$ cat src/rtl/core/plhn_pkg.sv
// Shared package of the patch level histogram normalizer.
// Holds the command codes, the fixed field widths and the parameter defaults.
`default_nettype none
package plhn_pkg;

    // Parameter defaults
    localparam int PIXELS_DEF     = 64;
    localparam int LEVELS_DEF     = 5;
    localparam int COUNT_BITS_DEF = 16;
    localparam int FRAC_BITS_DEF  = 16;

    // Fixed word layout
    localparam int PIXEL_W      = 6;
    localparam int LEVEL_W      = 3;
    localparam int AMOUNT_W     = 16;
    localparam int SHARE_W      = 16;
    localparam int SHARE_FIELDS = 5;

    // Command queue between front and back
    localparam int QUEUE_DEPTH = 4;

    // Command codes, equal to the kind field
    typedef enum logic [1:0] {
        OP_ADD   = 2'd0,
        OP_MERGE = 2'd1,
        OP_NORM  = 2'd2,
        OP_CLEAR = 2'd3
    } op_t;

endpackage
`default_nettype wire

$ cat src/rtl/core/plhn_front.sv
// Front part: accepts input words, drops out-of-range updates, queues commands.
// Depends on plhn_pkg.
`default_nettype none
module plhn_front #(
    parameter int PIXELS = plhn_pkg::PIXELS_DEF,
    parameter int LEVELS = plhn_pkg::LEVELS_DEF
) (
    input  wire logic                               clk,
    input  wire logic                               rst_n,
    input  wire logic                               in_valid,
    output logic                                    in_stall,
    input  wire logic [1:0]                         kind,
    input  wire logic [plhn_pkg::PIXEL_W-1:0]       pixel,
    input  wire logic [plhn_pkg::LEVEL_W-1:0]       level,
    input  wire logic [plhn_pkg::AMOUNT_W-1:0]      amount,
    output logic                                    q_valid,
    input  wire logic                               q_pop,
    output plhn_pkg::op_t                           q_op,
    output logic [$clog2(PIXELS)-1:0]               q_pix,
    output logic [$clog2(LEVELS)-1:0]               q_lev,
    output logic [plhn_pkg::AMOUNT_W-1:0]           q_amt
);
    import plhn_pkg::*;

    localparam int PIX_W = $clog2(PIXELS);
    localparam int LEV_W = $clog2(LEVELS);
    localparam int QW    = $clog2(QUEUE_DEPTH);

    op_t              op_mem  [QUEUE_DEPTH];
    logic [PIX_W-1:0] pix_mem [QUEUE_DEPTH];
    logic [LEV_W-1:0] lev_mem [QUEUE_DEPTH];
    logic [AMOUNT_W-1:0] amt_mem [QUEUE_DEPTH];

    logic [QW-1:0] wr_ptr_reg, wr_ptr_next;
    logic [QW-1:0] rd_ptr_reg, rd_ptr_next;
    logic [QW:0]   cnt_reg, cnt_next;

    logic full, accept, keep, push;
    op_t  in_op;

    // Classify the word: updates outside the table are dropped
    always_comb
    begin
        in_op = op_t'(kind);
        case (in_op)
            OP_ADD, OP_MERGE: keep = (32'(pixel) < PIXELS) && (32'(level) < LEVELS);
            OP_NORM, OP_CLEAR: keep = 1'b1;
            default: keep = 1'b0;
        endcase
    end

    assign full     = (cnt_reg == (QW+1)'(QUEUE_DEPTH));
    assign in_stall = full;
    assign accept   = in_valid && !full;
    assign push     = accept && keep;

    // Advance pointers and fill count
    always_comb
    begin
        wr_ptr_next = push ? wr_ptr_reg + 1'b1 : wr_ptr_reg;
        rd_ptr_next = q_pop ? rd_ptr_reg + 1'b1 : rd_ptr_reg;
        cnt_next    = cnt_reg + (QW+1)'(push) - (QW+1)'(q_pop);
    end

    always_ff @(posedge clk or negedge rst_n)
    begin
        if (!rst_n)
        begin
            wr_ptr_reg <= '0;
            rd_ptr_reg <= '0;
            cnt_reg    <= '0;
        end
        else
        begin
            wr_ptr_reg <= wr_ptr_next;
            rd_ptr_reg <= rd_ptr_next;
            cnt_reg    <= cnt_next;
        end
    end

    // Store the command; an add hit carries an amount of one
    always_ff @(posedge clk)
    begin
        if (push)
        begin
            op_mem[wr_ptr_reg]  <= in_op;
            pix_mem[wr_ptr_reg] <= PIX_W'(pixel);
            lev_mem[wr_ptr_reg] <= LEV_W'(level);
            amt_mem[wr_ptr_reg] <= (in_op == OP_ADD) ? AMOUNT_W'(1) : amount;
        end
    end

    assign q_valid = (cnt_reg != '0);
    assign q_op    = op_mem[rd_ptr_reg];
    assign q_pix   = pix_mem[rd_ptr_reg];
    assign q_lev   = lev_mem[rd_ptr_reg];
    assign q_amt   = amt_mem[rd_ptr_reg];

endmodule
`default_nettype wire

$ cat config.mk
export PLATFORM = sky130hd
export DESIGN_NAME = plhn_front
export DESIGN_NICKNAME = d
export VERILOG_FILES = /design/src/rtl/core/plhn_pkg.sv /design/src/rtl/core/plhn_front.sv
export SDC_FILE = /design/constraint.sdc
export NUM_CORES = 1
export LEC_CHECK = 0
export ABC_CLOCK_PERIOD_IN_PS = 6800
export BUFFER_PORTS_ARGS = -buffer_cell sky130_fd_sc_hd__buf_2
export CORE_ASPECT_RATIO = 1.1
export CORE_MARGIN = 1.5
export CORE_UTILIZATION = 55
export DETAILED_ROUTE_END_ITERATION = 16
export PLACE_DENSITY = 0.81
export SLEW_MARGIN = 20
export SYNTH_ARGS = -nofsm -noshare
export SYNTH_HDL_FRONTEND = slang
export SYNTH_SLANG_ARGS = --single-unit
$ cat constraint.sdc
create_clock -name clk -period 6.8 [get_ports clk]
set_input_delay 0 -clock clk [delete_from_list [all_inputs] [get_ports clk]]
set_output_delay 0 -clock clk [all_outputs]
set_load 0.02 [all_outputs]
Yosys cells after proc, flatten, opt, wreduce, memory -nomap -nowiden --
Memory sizes are Yosys's and may differ from the RTL's. Cells that the tools add are included. Widths: inputs -> output; s select.
Word-level totals: memory bits (writable) 108, output and inout bits 29, input bits 31, memories kept 4, register bits after elaboration 7, word-level logic and storage cells 27
Memories:
- amt_mem | depth 4, bits a word 16, read ports 1, clocked after memory_dff 0, write ports 1, line plhn_front.sv:32 | logic [AMOUNT_W-1:0] amt_mem [QUEUE_DEPTH];
- pix_mem | depth 4, bits a word 6, read ports 1, clocked after memory_dff 0, write ports 1, line plhn_front.sv:30 | logic [PIX_W-1:0] pix_mem [QUEUE_DEPTH];
- lev_mem | depth 4, bits a word 3, read ports 1, clocked after memory_dff 0, write ports 1, line plhn_front.sv:31 | logic [LEV_W-1:0] lev_mem [QUEUE_DEPTH];
- op_mem | depth 4, bits a word 2, read ports 1, clocked after memory_dff 0, write ports 1, line plhn_front.sv:29 | op_t op_mem [QUEUE_DEPTH];
Cells by class: muxes and demuxes 4, order comparisons 1, equality and inequality tests 4, add/sub/neg operators 4, reductions and logical operators 7
Operators by type and width (number):
- $mux 16 | 1
- $add 2x1->2 const B | 2
- $eq 2x2->1 const B | 2
- $reduce_or 2->1 | 2
- $add 3x1->3 | 1
- $eq 3x3->1 const B | 1
- $lt 3x3->1 const B | 1
- $reduce_bool 3->1 | 1
- $sub 3x1->3 | 1
- $eq 2x1->1 const B | 1
- $logic_and 1x1->1 | 2
- $logic_not 2->1 | 1
- $mux 1 | 2
- $pmux 1 s2 | 1
- $logic_not 1->1 | 1

Depth between registers and ports, before layout --
Gate-level depths: netlist of the first run.
depth in word-level cells 6, mapped depth 10, depth with buffers taken out 10

Worst setup path after synthesis of the first run --
No wires, ideal clock.
path type reg-to-reg, from register cnt_reg[2], to register cnt_reg[2], setup time 126 ps, period minus slack after synthesis 2257 ps, stages on the path, launching flop included 11, setup slack 4543 ps, required time 6674 ps, path buffers 0, arrival 2131 ps, cells stage by stage dfrtp_1 -> nor3b_2 -> a311oi_4 -> inv_1 -> ha_1 -> inv_1 -> ha_1 -> inv_1 -> fa_1 -> xnor2_1 -> xnor2_1
On the way: cells in the longest elaborated chain, start to end 6
RTL lines:
- start, declared | line plhn_front.sv:36 | logic [QW:0] cnt_reg, cnt_next;
- start signal, assigned | line plhn_front.sv:77 | cnt_reg <= cnt_next;
- $eq 3x3->1 | line plhn_front.sv:52 | assign full = (cnt_reg == (QW+1)'(QUEUE_DEPTH));
- via in_stall | line plhn_front.sv:11 | output logic in_stall,
- $logic_not 1->1 | line plhn_front.sv:54 | assign accept = in_valid && !full;
- $logic_and 1x1->1 | line plhn_front.sv:54
- $logic_and 1x1->1 | line plhn_front.sv:55 | assign push = accept && keep;
- $add 3x1->3 | line plhn_front.sv:62 | cnt_next = cnt_reg + (QW+1)'(push) - (QW+1)'(q_pop);
- $sub 3x1->3 | line plhn_front.sv:62
- via cnt_next[2] | line plhn_front.sv:36
The timed path passes the listed nets, and every way through them passes these cells. A chain may end at the register's enable or synchronous reset.

Worst setup path in the final report of the first run --
from register cnt_reg[2], to register cnt_reg[2]
On the way: cells in the longest elaborated chain, start to end 6
RTL lines (line):
- $eq 3x3->1 | plhn_front.sv:52
- $logic_not 1->1 | plhn_front.sv:54
- $logic_and 1x1->1 | plhn_front.sv:54
- $logic_and 1x1->1 | plhn_front.sv:55
- $add 3x1->3 (*) | plhn_front.sv:62
- $sub 3x1->3 (*) | plhn_front.sv:62
- via cnt_next[2] | plhn_front.sv:36
The timed path passes the listed nets; every way through them passes the cells marked *.

==> run metrics, run 1 <==
asr flop ratio synth=under 10%; top cell type's share of synthesized area=between 70% and 80%; Largest register FFs=64; Post-Synthesis Cells=just under 200; Overflow after GRT=0; Vias/cell=roughly 5.4; vias in the first global route=roughly 2.4k; area delta synth->final=31.4%; Critical Path RT=a little over 7 ns; CP arrival=about 2.8 ns; YS warnings=0; Pleak=between 0.002 and 0.0025 uW; largest registers=amt_mem: 64 flops, pix_mem: 24 flops, lev_mem: 12 flops; list of most frequent post-synthesis cells=edfxtp_1 (108), mux4_2 (27), nor2b_1 (15); Comb pwr share=between 20% and 30%; RePlAce Congestion=around 0.69; Slew headroom=36.7%; largest area contributor in the netlist=edfxtp_1; sequential element share of the synthesized area=approximately three quarters; Simple-Gate Fraction of Synth Area=between 3 and 4%; fin util=74.2%; count of state elements after synthesis=about 120; area fraction in compound gates after synthesis=less than 1%; Post-synth top flop=edfxtp_1; Avg Cell Area, Syn=around 23 um2; WL/cell=around 21 um; largest net degree at the start of global routing=30; Post-Route Setup TNS=0 ns; fmax=about 410 MHz; Residual DRC=0; crit path launch type=flop; Worst Clk Skew=roughly 0.0094 ns; width of the die=roughly 90 um; worst hold path type=input pin to flop; Iter 0 DRT Violations=between 100 and 150; VDD IR max=between 0.2 and 0.25 mV; syn nets=roughly 230; die height=97.2 um; mux contribution to synthesized area=approximately 14%; Period minus WS final=2.41 ns; Design Power=2710 uW; GRT Util Overall=between 20% and 30%; later-pin clock latency in the skew report=0.51 ns; count leader, synth=edfxtp_1; row count=34; Min Hold Slack=between 0.2 and 0.25 ns; crit path kind=flop to flop; Largest Register=amt_mem; FILL cells=413; final-report hold violation count=0; max_cap viols=0; aggregate routed wire length=8660 um; Pint=~1900 uW; Least-Margin Pin Slew=between 0.9 and 1 ns; Post-Synth XOR/XNOR Area=less than 1%; post-synth cell types=21; Clock Path Buffers=2; sw frac=28.7%; top post-synthesis cells by area=edfxtp_1 (73%), mux4_2 (14%), dfrtp_1 (3.9%); total die area=8620 um2; Critical Path Fanout Max=7; hpwl dp=around 4200 um; via count=approximately 2.3k; CTS clk-pin slew, worst paths=~0.05 ns; Clk pwr share=37.3%; status=complete, no violations; sw power=about 780 uW; drt pass-1 iters=5; main combinational cell family by area after synthesis=multiplexers; Slew Limit Fails=0; CTS tree=yes; Starting Density=a little under three fifths; nature of the critical path endpoint=flop; Root Buffer=clkbuf_8; # clock sinks=~120; Final #Nets=338; power per cell area=465 nW/um2; initial antenna violation count=1; Ports=60; RSZ-0062 raised after global routing=no; fin crit share=a little over a third; first-pass GRT wire length=between 10000 and 15000 um; final setup vio count=0; setup bufs post-CTS=0; proportion of layout cells with a drive suffix above 1=between 40 and 50%; core box area=a little under 8000 um2; Buffers on Ports=59; cell area after synthesis=around 4400 um2; post-synthesis adder-cell area fraction=between 2 and 2.5%; number of synthesized flops with an enable pin=roughly 110; H-Tree Depth=4; ANT nets after route=0; number of CTS-inserted buffers=17; Reg power frac=37.8%
[worst paths after layout]
check,start,to,slack [ns],depth (start not counted)
setup / recovery,cnt_reg[2],cnt_reg[2],4.39,10
setup reg to reg,cnt_reg[2],cnt_reg[2],4.39,10
hold reg to reg,cnt_reg[1],cnt_reg[2],0.58,1
max in group asynchronous,rst_n,rd_ptr_reg[0],6.09,3
min in group asynchronous,rst_n,cnt_reg[1],0.44,3
hold / removal,pixel[4],pix_mem[0][4],0.24,2
[per-layer routing]
layer / routed length [um] / global-route usage (%) / vias up
met5: 0 / 0 / -
met4: 276 / 12.0 / 0
met3: 373 / 6.54 / 22
met2: 4520 / 32.6 / 80
met1: 3480 / 28.5 / 1176
li1: - / - / 1000
[area by class of cell]
cell class              count  area, um2  area share, %
diodes                      1       2.50         0.0429
clock buffers              18        418           7.16
clock inverters            14        258           4.42
inverters                   8       30.0          0.514
multi-input cells          66        953           16.3
flip-flops and latches    115       3420           58.6
well taps                 108        135           2.32
repair buffers             92        621           10.6
[critical path, stage by stage (launching register included)]
cell and delay, ns:
dfrtp_1 0.40, nor3b_2 0.19, a311oi_4 0.42, inv_1 0.12
ha_1 0.30, inv_1 0.06, ha_1 0.13, inv_1 0.05
fa_1 0.37, xnor2_1 0.14, xnor2_1 0.13
[power groups by stage]
| stage | registers, uW | clock network [uW] | logic [uW] |
|---|---|---|---|
| 3_5_place_dp | 1040 | 0 | 646 |
| 3_3_place_gp | 1030 | 0 | 640 |
| 2_1_floorplan | 960 | 0 | 528 |
| 6_report | 1030 | 1010 | 676 |
| 4_1_cts | 1030 | 1010 | 680 |
| 5_1_grt | 1040 | 1050 | 714 |
[placed cells by master, fill, tap and decap left out]
cell type / count
buf_2: 59
ha_1: 6
clkinvlp_4: 2
xor2_1: 1
or3_1: 1
a311oi_4: 1
xnor2_1: 4
edfxtp_1: 108
dlygate4sd3_1: 31
or2_2: 1
nand2_1: 1
clkbuf_8: 1
inv_1: 8
clkbuf_1: 1
mux4_2: 27
dfrtp_1: 6
buf_4: 2
and2_2: 4
bufinv_16: 7
or2_4: 1
mux2_4: 1
dfrtp_2: 1
nor2_1: 1
nor2b_1: 15
fa_1: 1
diode_2: 1
clkinv_2: 3
clkinv_4: 1
nor3b_2: 1
clkbuf_16: 16
inv_6: 1
[metrics by stage]
| step | instance area [um2] | setup slack [ns] | instances |
|---|---|---|---|
| 6_report | 5840 | 4.39 | 422 |
| 5_1_grt | 5840 | 4.22 | 422 |
| 4_1_cts | 5830 | 4.36 | 421 |
| 3_5_place_dp | 4850 | 4.41 | 358 |
| 3_3_place_gp | 4850 | 4.53 | 358 |
| 2_1_floorplan | 4440 | 4.54 | 196 |
[cell families (layout without fill, tap and decap cells)]
kind of cell	count (synthesis)	after routing
buffers and inverters	15	132
DFF	115	115
and+or+nand+nor	25	25
xor gates and xnor gates	5	5
AOI/OAI and AO/OA	1	1
muxes	28	28
adders and majority gates	7	7
other	0	1
[repair_timing]
action,4_1_cts,5_1_grt
endpoints found under the setup margin,0,0
endpoints found under the hold margin,119,0
hold buffers,31,0
resized for setup,0,0
(Power assumes the default switching activity.)
==> run 2: changes to the inputs <==
Settings changed: ABC_CLOCK_PERIOD_IN_PS 6800 to 1950, CORE_UTILIZATION 55 to 51, PLACE_DENSITY 0.81 to 0.79.
Clock period 6.8 ns to 1.95 ns, I/O delays scaled along.
==> run 2 against run 1 <==
The run now ends with setup timing left. Register-to-register slack worse by 4.5 ns. Sequential share of layout area down 1.3 points. First-iteration DRC count up 59%. Clock skew down 0.0048 ns. Final cell count up 4.5%. Largest power group unchanged. Highest routed layer unchanged.
==> run metrics, run 2 (synthesis gave the netlist of run 1 again) <==
hpwl dp=4990 um (was 4210 um); Pint=6600 uW (was 1930 uW); GRT Util Overall=20.1% (was 21.8%); CTS clk-pin slew, worst paths=0.05 ns (about the same); initial antenna violation count=0 (was 1); worst hold path type=input pin to flop (unchanged); Buffers on Ports=59 (unchanged); power per cell area=1560 nW/um2 (was 465 nW/um2); Final #Nets=355 (was 338); Clk pwr share=33.4% (was 37.3%); Post-Route Setup TNS=-0.230 ns (was 0 ns); largest registers=amt_mem: 64 flops, pix_mem: 24 flops, lev_mem: 12 flops (unchanged); Clock Path Buffers=2 (unchanged); max_cap viols=0 (unchanged); H-Tree Depth=4 (unchanged); Period minus WS final=2.11 ns (was 2.41 ns); RePlAce Congestion=0.759 (was 0.691); Worst Clk Skew=0.00458 ns (was 0.00943 ns); Pleak=0.00220 uW (was 0.00212 uW); failing checks=setup timing; fmax=475 MHz (was 414 MHz); ant diodes=0 (was 1); Root Buffer=clkbuf_8 (unchanged); Reg power frac=36.4% (was 37.8%); Slew Limit Fails=0 (unchanged); vias in the first global route=2630 (was 2396); width of the die=92.0 um (was 88.7 um); number of CTS-inserted buffers=17 (unchanged); pre-CTS WS=-0.146 ns (was 4.41 ns); Worst R2R Path Depth=10 (unchanged); sw power=2720 uW (was 780 uW); Worst Slack Setup Final=-0.155 ns (was 4.39 ns); Critical Path Fanout Max=2 (was 7); later-pin clock latency in the skew report=0.49 ns (was 0.51 ns); RSZ-0062 raised after global routing=yes (was no); Placement Cell Area=5050 um2 (was 4850 um2); CP arrival=2.49 ns (was 2.80 ns); Largest register FFs=64 (unchanged); final-report hold violation count=0 (unchanged); fin util=71.1% (was 74.2%); commonest non-fill, non-tap cell in the layout=edfxtp_1 (unchanged); aggregate routed wire length=8290 um (was 8660 um); Slew headroom=72.8% (was 36.7%); fin area=5970 um2 (was 5840 um2); status=complete, but fails checks (was complete, no violations); first-pass GRT wire length=13400 um (was 13000 um); nature of the critical path endpoint=flop (unchanged); Vias/cell=5.19 (was 5.40); area delta synth->final=34.5% (was 31.4%); Iter 0 DRT Violations=194 (was 122); Residual DRC=0 (unchanged); Critical Path RT=2.33 ns (was 7.19 ns); WL/cell=18.8 um (was 20.5 um); die height=101 um (was 97.2 um); Starting Density=52.8% (was 56.4%); Ports=60 (unchanged); Overflow after GRT=0 (unchanged); row count=35 (was 34); ANT nets after route=0 (unchanged); final setup vio count=2 (was 0); core box area=8410 um2 (was 7870 um2); commonest non-fill, non-tap cells in the layout=edfxtp_1 (108), buf_2 (59), dlygate4sd3_1 (30) (was edfxtp_1 (108), buf_2 (59), dlygate4sd3_1 (31)); crit path launch type=flop (unchanged); total die area=9280 um2 (was 8620 um2); drt pass-1 iters=4 (was 5); largest net degree at the start of global routing=23 (was 30); hold path cells=5 (was 2); R2R Setup Slk=-0.16 ns (was 4.39 ns); VDD IR max=0.917 mV (was 0.216 mV); CTS tree=yes (unchanged); proportion of layout cells with a drive suffix above 1=45.5% (was 41.2%); Min Hold Slack=0.0613 ns (was 0.238 ns); Least-Margin Pin Slew=0.408 ns (was 0.950 ns); sw frac=29.2% (was 28.7%); # clock sinks=115 (unchanged); via count=2288 (was 2278); Largest Register=amt_mem (unchanged); Comb pwr share=30.2% (was 24.9%); fin crit share=108% (was 35.5%); crit path kind=flop to flop (unchanged)
run 2: cell types whose count changed in the layout (fill, tap and decap cells not counted), moves of 2 or more:
| cell | previous run | this run |
|---|---|---|
| buf_12 | 0 | 5 |
| buf_4 | 2 | 15 |
| bufinv_16 | 7 | 4 |
| clkinv_1 | 0 | 2 |
| clkinv_4 | 1 | 4 |
| inv_1 | 8 | 6 |
| inv_2 | 0 | 2 |
run 2: routing by layer:
metal	vias to the layer above	GRT usage [%]	share of wire [%]
li1	1037	-	-
met2	76	34.3	55
met3	6	5.05	4.6
met4	0	9.47	0.89
met1	1169	24.1	39
met5	-	0	0
run 2: what timing repair did:
item / 4_1_cts / 5_1_grt
resized for setup: 1 / 3
setup endpoints to repair: 24 / 2
setup buffers: 1 / 0
pin swaps: 0 / 1
hold buffers: 30 / 0
endpoints found under the hold margin: 117 / 0
run 2: path summary, 6_finish.rpt:
check                                      to           from
min in group asynchronous          cnt_reg[2]          rst_n
worst max register to register     cnt_reg[2]     cnt_reg[2]
worst min register to register  wr_ptr_reg[1]  wr_ptr_reg[1]
worst max-delay path               cnt_reg[2]     cnt_reg[2]
worst min-delay path            wr_ptr_reg[0]       in_valid
max in group asynchronous       rd_ptr_reg[0]          rst_n
run 2: per-stage QoR:
stage	cells	power, uW
floorplan	196	5210
global placement	378	6110
detailed placement	378	6180
CTS	441	9390
global route	441	9720
finish	441	9320
run 2: worst max-delay path: stages, from the launching register on:
cell and delay (ns):
dfrtp_1 0.37, nor3b_4 0.16, a311oi_4 0.22, inv_1 0.08
ha_1 0.28, inv_1 0.07, ha_2 0.17, inv_2 0.04
fa_2 0.35, xnor2_2 0.14, xnor2_1 0.12
run 2: power by group through the flow:
stage / registers (uW) / logic, uW / clock network, uW
after floorplan: 3360 / 1850 / 0
final: 3390 / 2820 / 3110
after detailed placement: 3480 / 2700 / 0
after global placement: 3440 / 2670 / 0
after CTS: 3400 / 2840 / 3150
after global routing: 3430 / 3030 / 3260
run 2: area by class of cell:
type | instances | area, um2
clock inverter | 14 | 188
inverter | 8 | 30.0
timing repair buffer | 109 | 808
multi-input combinational | 66 | 972
tap | 111 | 139
fill | 520 | 2430
sequential | 115 | 3420
clock buffer | 18 | 418
==> run 3: changes to the inputs <==
Settings changed: ABC_AREA from default to 1, CORE_ASPECT_RATIO 1.1 to 0.7.
==> run 3 against run 2 <==
The run now ends clean. First-iteration DRC count is 33% higher. Via count is 33% higher. Fmax is 13% higher. Combinational power is 12% higher. Routed wire length is 18% higher. Non-clock buffer count is 6 lower. Die area is 3.7% higher. Total power is 6.5% higher. Sequential power hardly changed. Count of clock-buffer cells in the layout is 4 higher. Setup slack better by 0.25 ns. Synthesized cell count is 76% higher.
==> run metrics, run 3 <==
status=complete, no violations (was complete, but fails checks); Worst Slack Setup Final=0.0937 ns (was -0.155 ns); RR Endpoint=cnt_reg[2] (unchanged); fin crit share=95.2% (was 108%); crit path launch type=flop (unchanged); Critical Path RT=2.23 ns (was 2.33 ns); Ports=60 (unchanged); worst hold path type=input pin to flop (unchanged); HP Start=q_pop (was in_valid); later-pin clock latency in the skew report=0.40 ns (was 0.49 ns); die height=82.5 um (was 101 um); commonest non-fill, non-tap cells in the layout=edfxtp_1 (108), nor2_1 (71), buf_2 (59) (was edfxtp_1 (108), buf_2 (59), dlygate4sd3_1 (30)); final setup vio count=0 (was 2); hpwl dp=5530 um (was 4990 um); total die area=9620 um2 (was 9280 um2); RSZ-0062 raised after global routing=no (was yes); Largest Register=amt_mem (unchanged); Vias/cell=5.22 (was 5.19); Largest register FFs=64 (unchanged); drt pass-1 iters=4 (unchanged); power per cell area=1660 nW/um2 (was 1560 nW/um2); row count=28 (was 35); main combinational cell family by area after synthesis=compound AO/OA/AOI/OAI gates (was multiplexers); H-Tree Depth=4 (unchanged); Slew headroom=62.4% (was 72.8%); Worst R2R Path Depth=9 (was 10); asr flop ratio synth=6.09% (unchanged); Starting Density=53.4% (was 52.8%); Post-Synth XOR/XNOR Area=0.761% (was 0.986%); WL/cell=16.8 um (was 18.8 um); hold endpoint=rd_ptr_reg[0] (was wr_ptr_reg[0]); setup bufs post-CTS=0 (was 1); core box area=8620 um2 (was 8410 um2); RePlAce Congestion=0.812 (was 0.759); largest registers=amt_mem: 64 flops, pix_mem: 24 flops, lev_mem: 12 flops (unchanged); Post-Synthesis Cells=344 (was 196); # clock sinks=115 (unchanged); cell area after synthesis=4600 um2 (was 4440 um2); FILL cells=601 (was 520); Final #Nets=487 (was 355); Residual DRC=0 (unchanged); fmax=539 MHz (was 475 MHz); sequential element share of the synthesized area=74.2% (was 77.0%); Least-Margin Pin Slew=0.563 ns (was 0.408 ns); largest net degree at the start of global routing=55 (was 23); count of state elements after synthesis=115 (unchanged); hold path cells=3 (was 5); post-synth cell types=22 (was 21); top cell type's share of synthesized area=70.4% (was 73.0%); Design Power=9930 uW (was 9320 uW); post-route non-filler standard cell count=582 (was 441); first-pass GRT wire length=14900 um (was 13400 um); CTS clk-pin slew, worst paths=0.05 ns (about the same); Pleak=0.00231 uW (was 0.00220 uW); CP arrival=2.14 ns (was 2.49 ns); GRT Util Overall=22.0% (was 20.1%); Avg Cell Area, Syn=13.4 um2 (was 22.7 um2); post-synthesis adder-cell area fraction=2.07% (was 2.14%); mux contribution to synthesized area=0% (was 14.0%); R2R Setup Slk=0.09 ns (was -0.16 ns); Buffers on Ports=59 (unchanged); commonest non-fill, non-tap cell in the layout=edfxtp_1 (unchanged); number of synthesized flops with an enable pin=108 (unchanged); YS warnings=0 (unchanged); syn nets=382 (was 234); nature of the critical path endpoint=flop (unchanged); top post-synthesis cells by area=edfxtp_1 (70%), nor2_1 (6.2%), dfrtp_1 (3.8%) (was edfxtp_1 (73%), mux4_2 (14%), dfrtp_1 (3.9%)); fin area=6000 um2 (was 5970 um2); CTS tree=yes (unchanged); Period minus WS final=1.86 ns (was 2.11 ns); count leader, synth=edfxtp_1 (unchanged); number of CTS-inserted buffers=17 (unchanged); final-report hold violation count=0 (unchanged); Critical Path Fanout Max=4 (was 2); fin util=69.6% (was 71.1%); Slew Limit Fails=0 (unchanged); width of the die=117 um (was 92.0 um); worst r2r src=cnt_reg[1] (was cnt_reg[2]); area fraction in compound gates after synthesis=9.54% (was 0.592%); Iter 0 DRT Violations=258 (was 194); Root Buffer=clkbuf_16 (was clkbuf_8); crit path kind=flop to flop (unchanged); pre-CTS WS=0.0423 ns (was -0.146 ns); ANT nets after route=0 (unchanged); Cells after DPL=519 (was 378); Worst Clk Skew=0.00869 ns (was 0.00458 ns); Post-synth top flop=edfxtp_1 (unchanged); list of most frequent post-synthesis cells=edfxtp_1 (108), nor2_1 (76), inv_1 (29) (was edfxtp_1 (108), mux4_2 (27), nor2b_1 (15)); proportion of layout cells with a drive suffix above 1=24.7% (was 45.5%); VDD IR max=1.26 mV (was 0.917 mV); initial antenna violation count=0 (unchanged); Simple-Gate Fraction of Synth Area=7.55% (was 3.72%); ant diodes=0 (unchanged); aggregate routed wire length=9790 um (was 8290 um); Overflow after GRT=0 (unchanged); vias in the first global route=3015 (was 2630); area delta synth->final=30.3% (was 34.5%); via count=3037 (was 2288); Clock Path Buffers=2 (unchanged); max_cap viols=0 (unchanged); largest area contributor in the netlist=edfxtp_1 (unchanged); Placement Cell Area=5020 um2 (was 5050 um2)
## run 3: stage by stage
stage	hold WS [ns]	TNS, ns
final	0.346	0
after global routing	0.351	0
after CTS	0.338	0
after detailed placement	-0.153	0
after global placement	-0.157	0
after floorplan	-0.296	-37.41
## run 3: cell families (layout without fill, tap and decap cells)
logic type | Yosys count | in the layout
and+or+nand+nor | 89 | 89
buffers and inverters | 48 | 166
adders and majority gates | 7 | 7
xor gates and xnor gates | 4 | 4
AOI/OAI and AO/OA | 81 | 81
DFF | 115 | 115
## run 3: report_power, final
part / internal [uW] / total [uW] / leakage [uW] / switching, uW
combinational: 996 / 3170 / 0.000919 / 2170
sequential: 3200 / 3370 / 0.00107 / 171
clock: 2390 / 3390 / 0.000324 / 1000
total: 6580 / 9930 / 0.00231 / 3350
## run 3: worst max-delay path by stage
stage	to	start	depth (start not counted)	slack (ns)
global placement	cnt_reg[1]	cnt_reg[1]	9	0.13
finish	cnt_reg[2]	cnt_reg[1]	9	0.09
detailed placement	cnt_reg[2]	cnt_reg[1]	9	0.04
global route	q_amt[1]	rd_ptr_reg[1]	4	0.01
CTS	cnt_reg[2]	cnt_reg[1]	9	0.02
floorplan	amt_mem[0][0]	cnt_reg[1]	4	-0.35
## run 3: layout make-up
cell class,count,area (um2),area share [%]
Inverter,31,121,2.02
Multi-Input combinational cell,181,942,15.7
Clock buffer,22,484,8.07
Timing Repair Buffer,103,703,11.7
Sequential cell,115,3420,57.0
Clock inverter,10,176,2.94
Tap cell,120,150,2.50
## run 3: worst max-delay path, stage by stage, from the launching register on
cell	delay, ns
dfrtp_2	0.45
nor2_4	0.13
nand2_2	0.09
nand3_2	0.09
ha_1	0.22
inv_1	0.06
ha_1	0.13
inv_1	0.05
fa_1	0.38
xnor2_1	0.14
## run 3: timing repair
item / 4_1_cts / 5_1_grt
resized for setup: 0 / 4
hold buffers: 31 / 0
setup endpoints to repair: 0 / 2
endpoints found under the hold margin: 119 / 0
## run 3: per-layer routing
layer	up-vias	global-route usage, %	part of all wire [%]
met1	1476	27.0	44
met4	0	6.99	0.97
met5	-	0	0
met2	101	37.4	50
met3	13	7.66	5.3
li1	1447	-	-
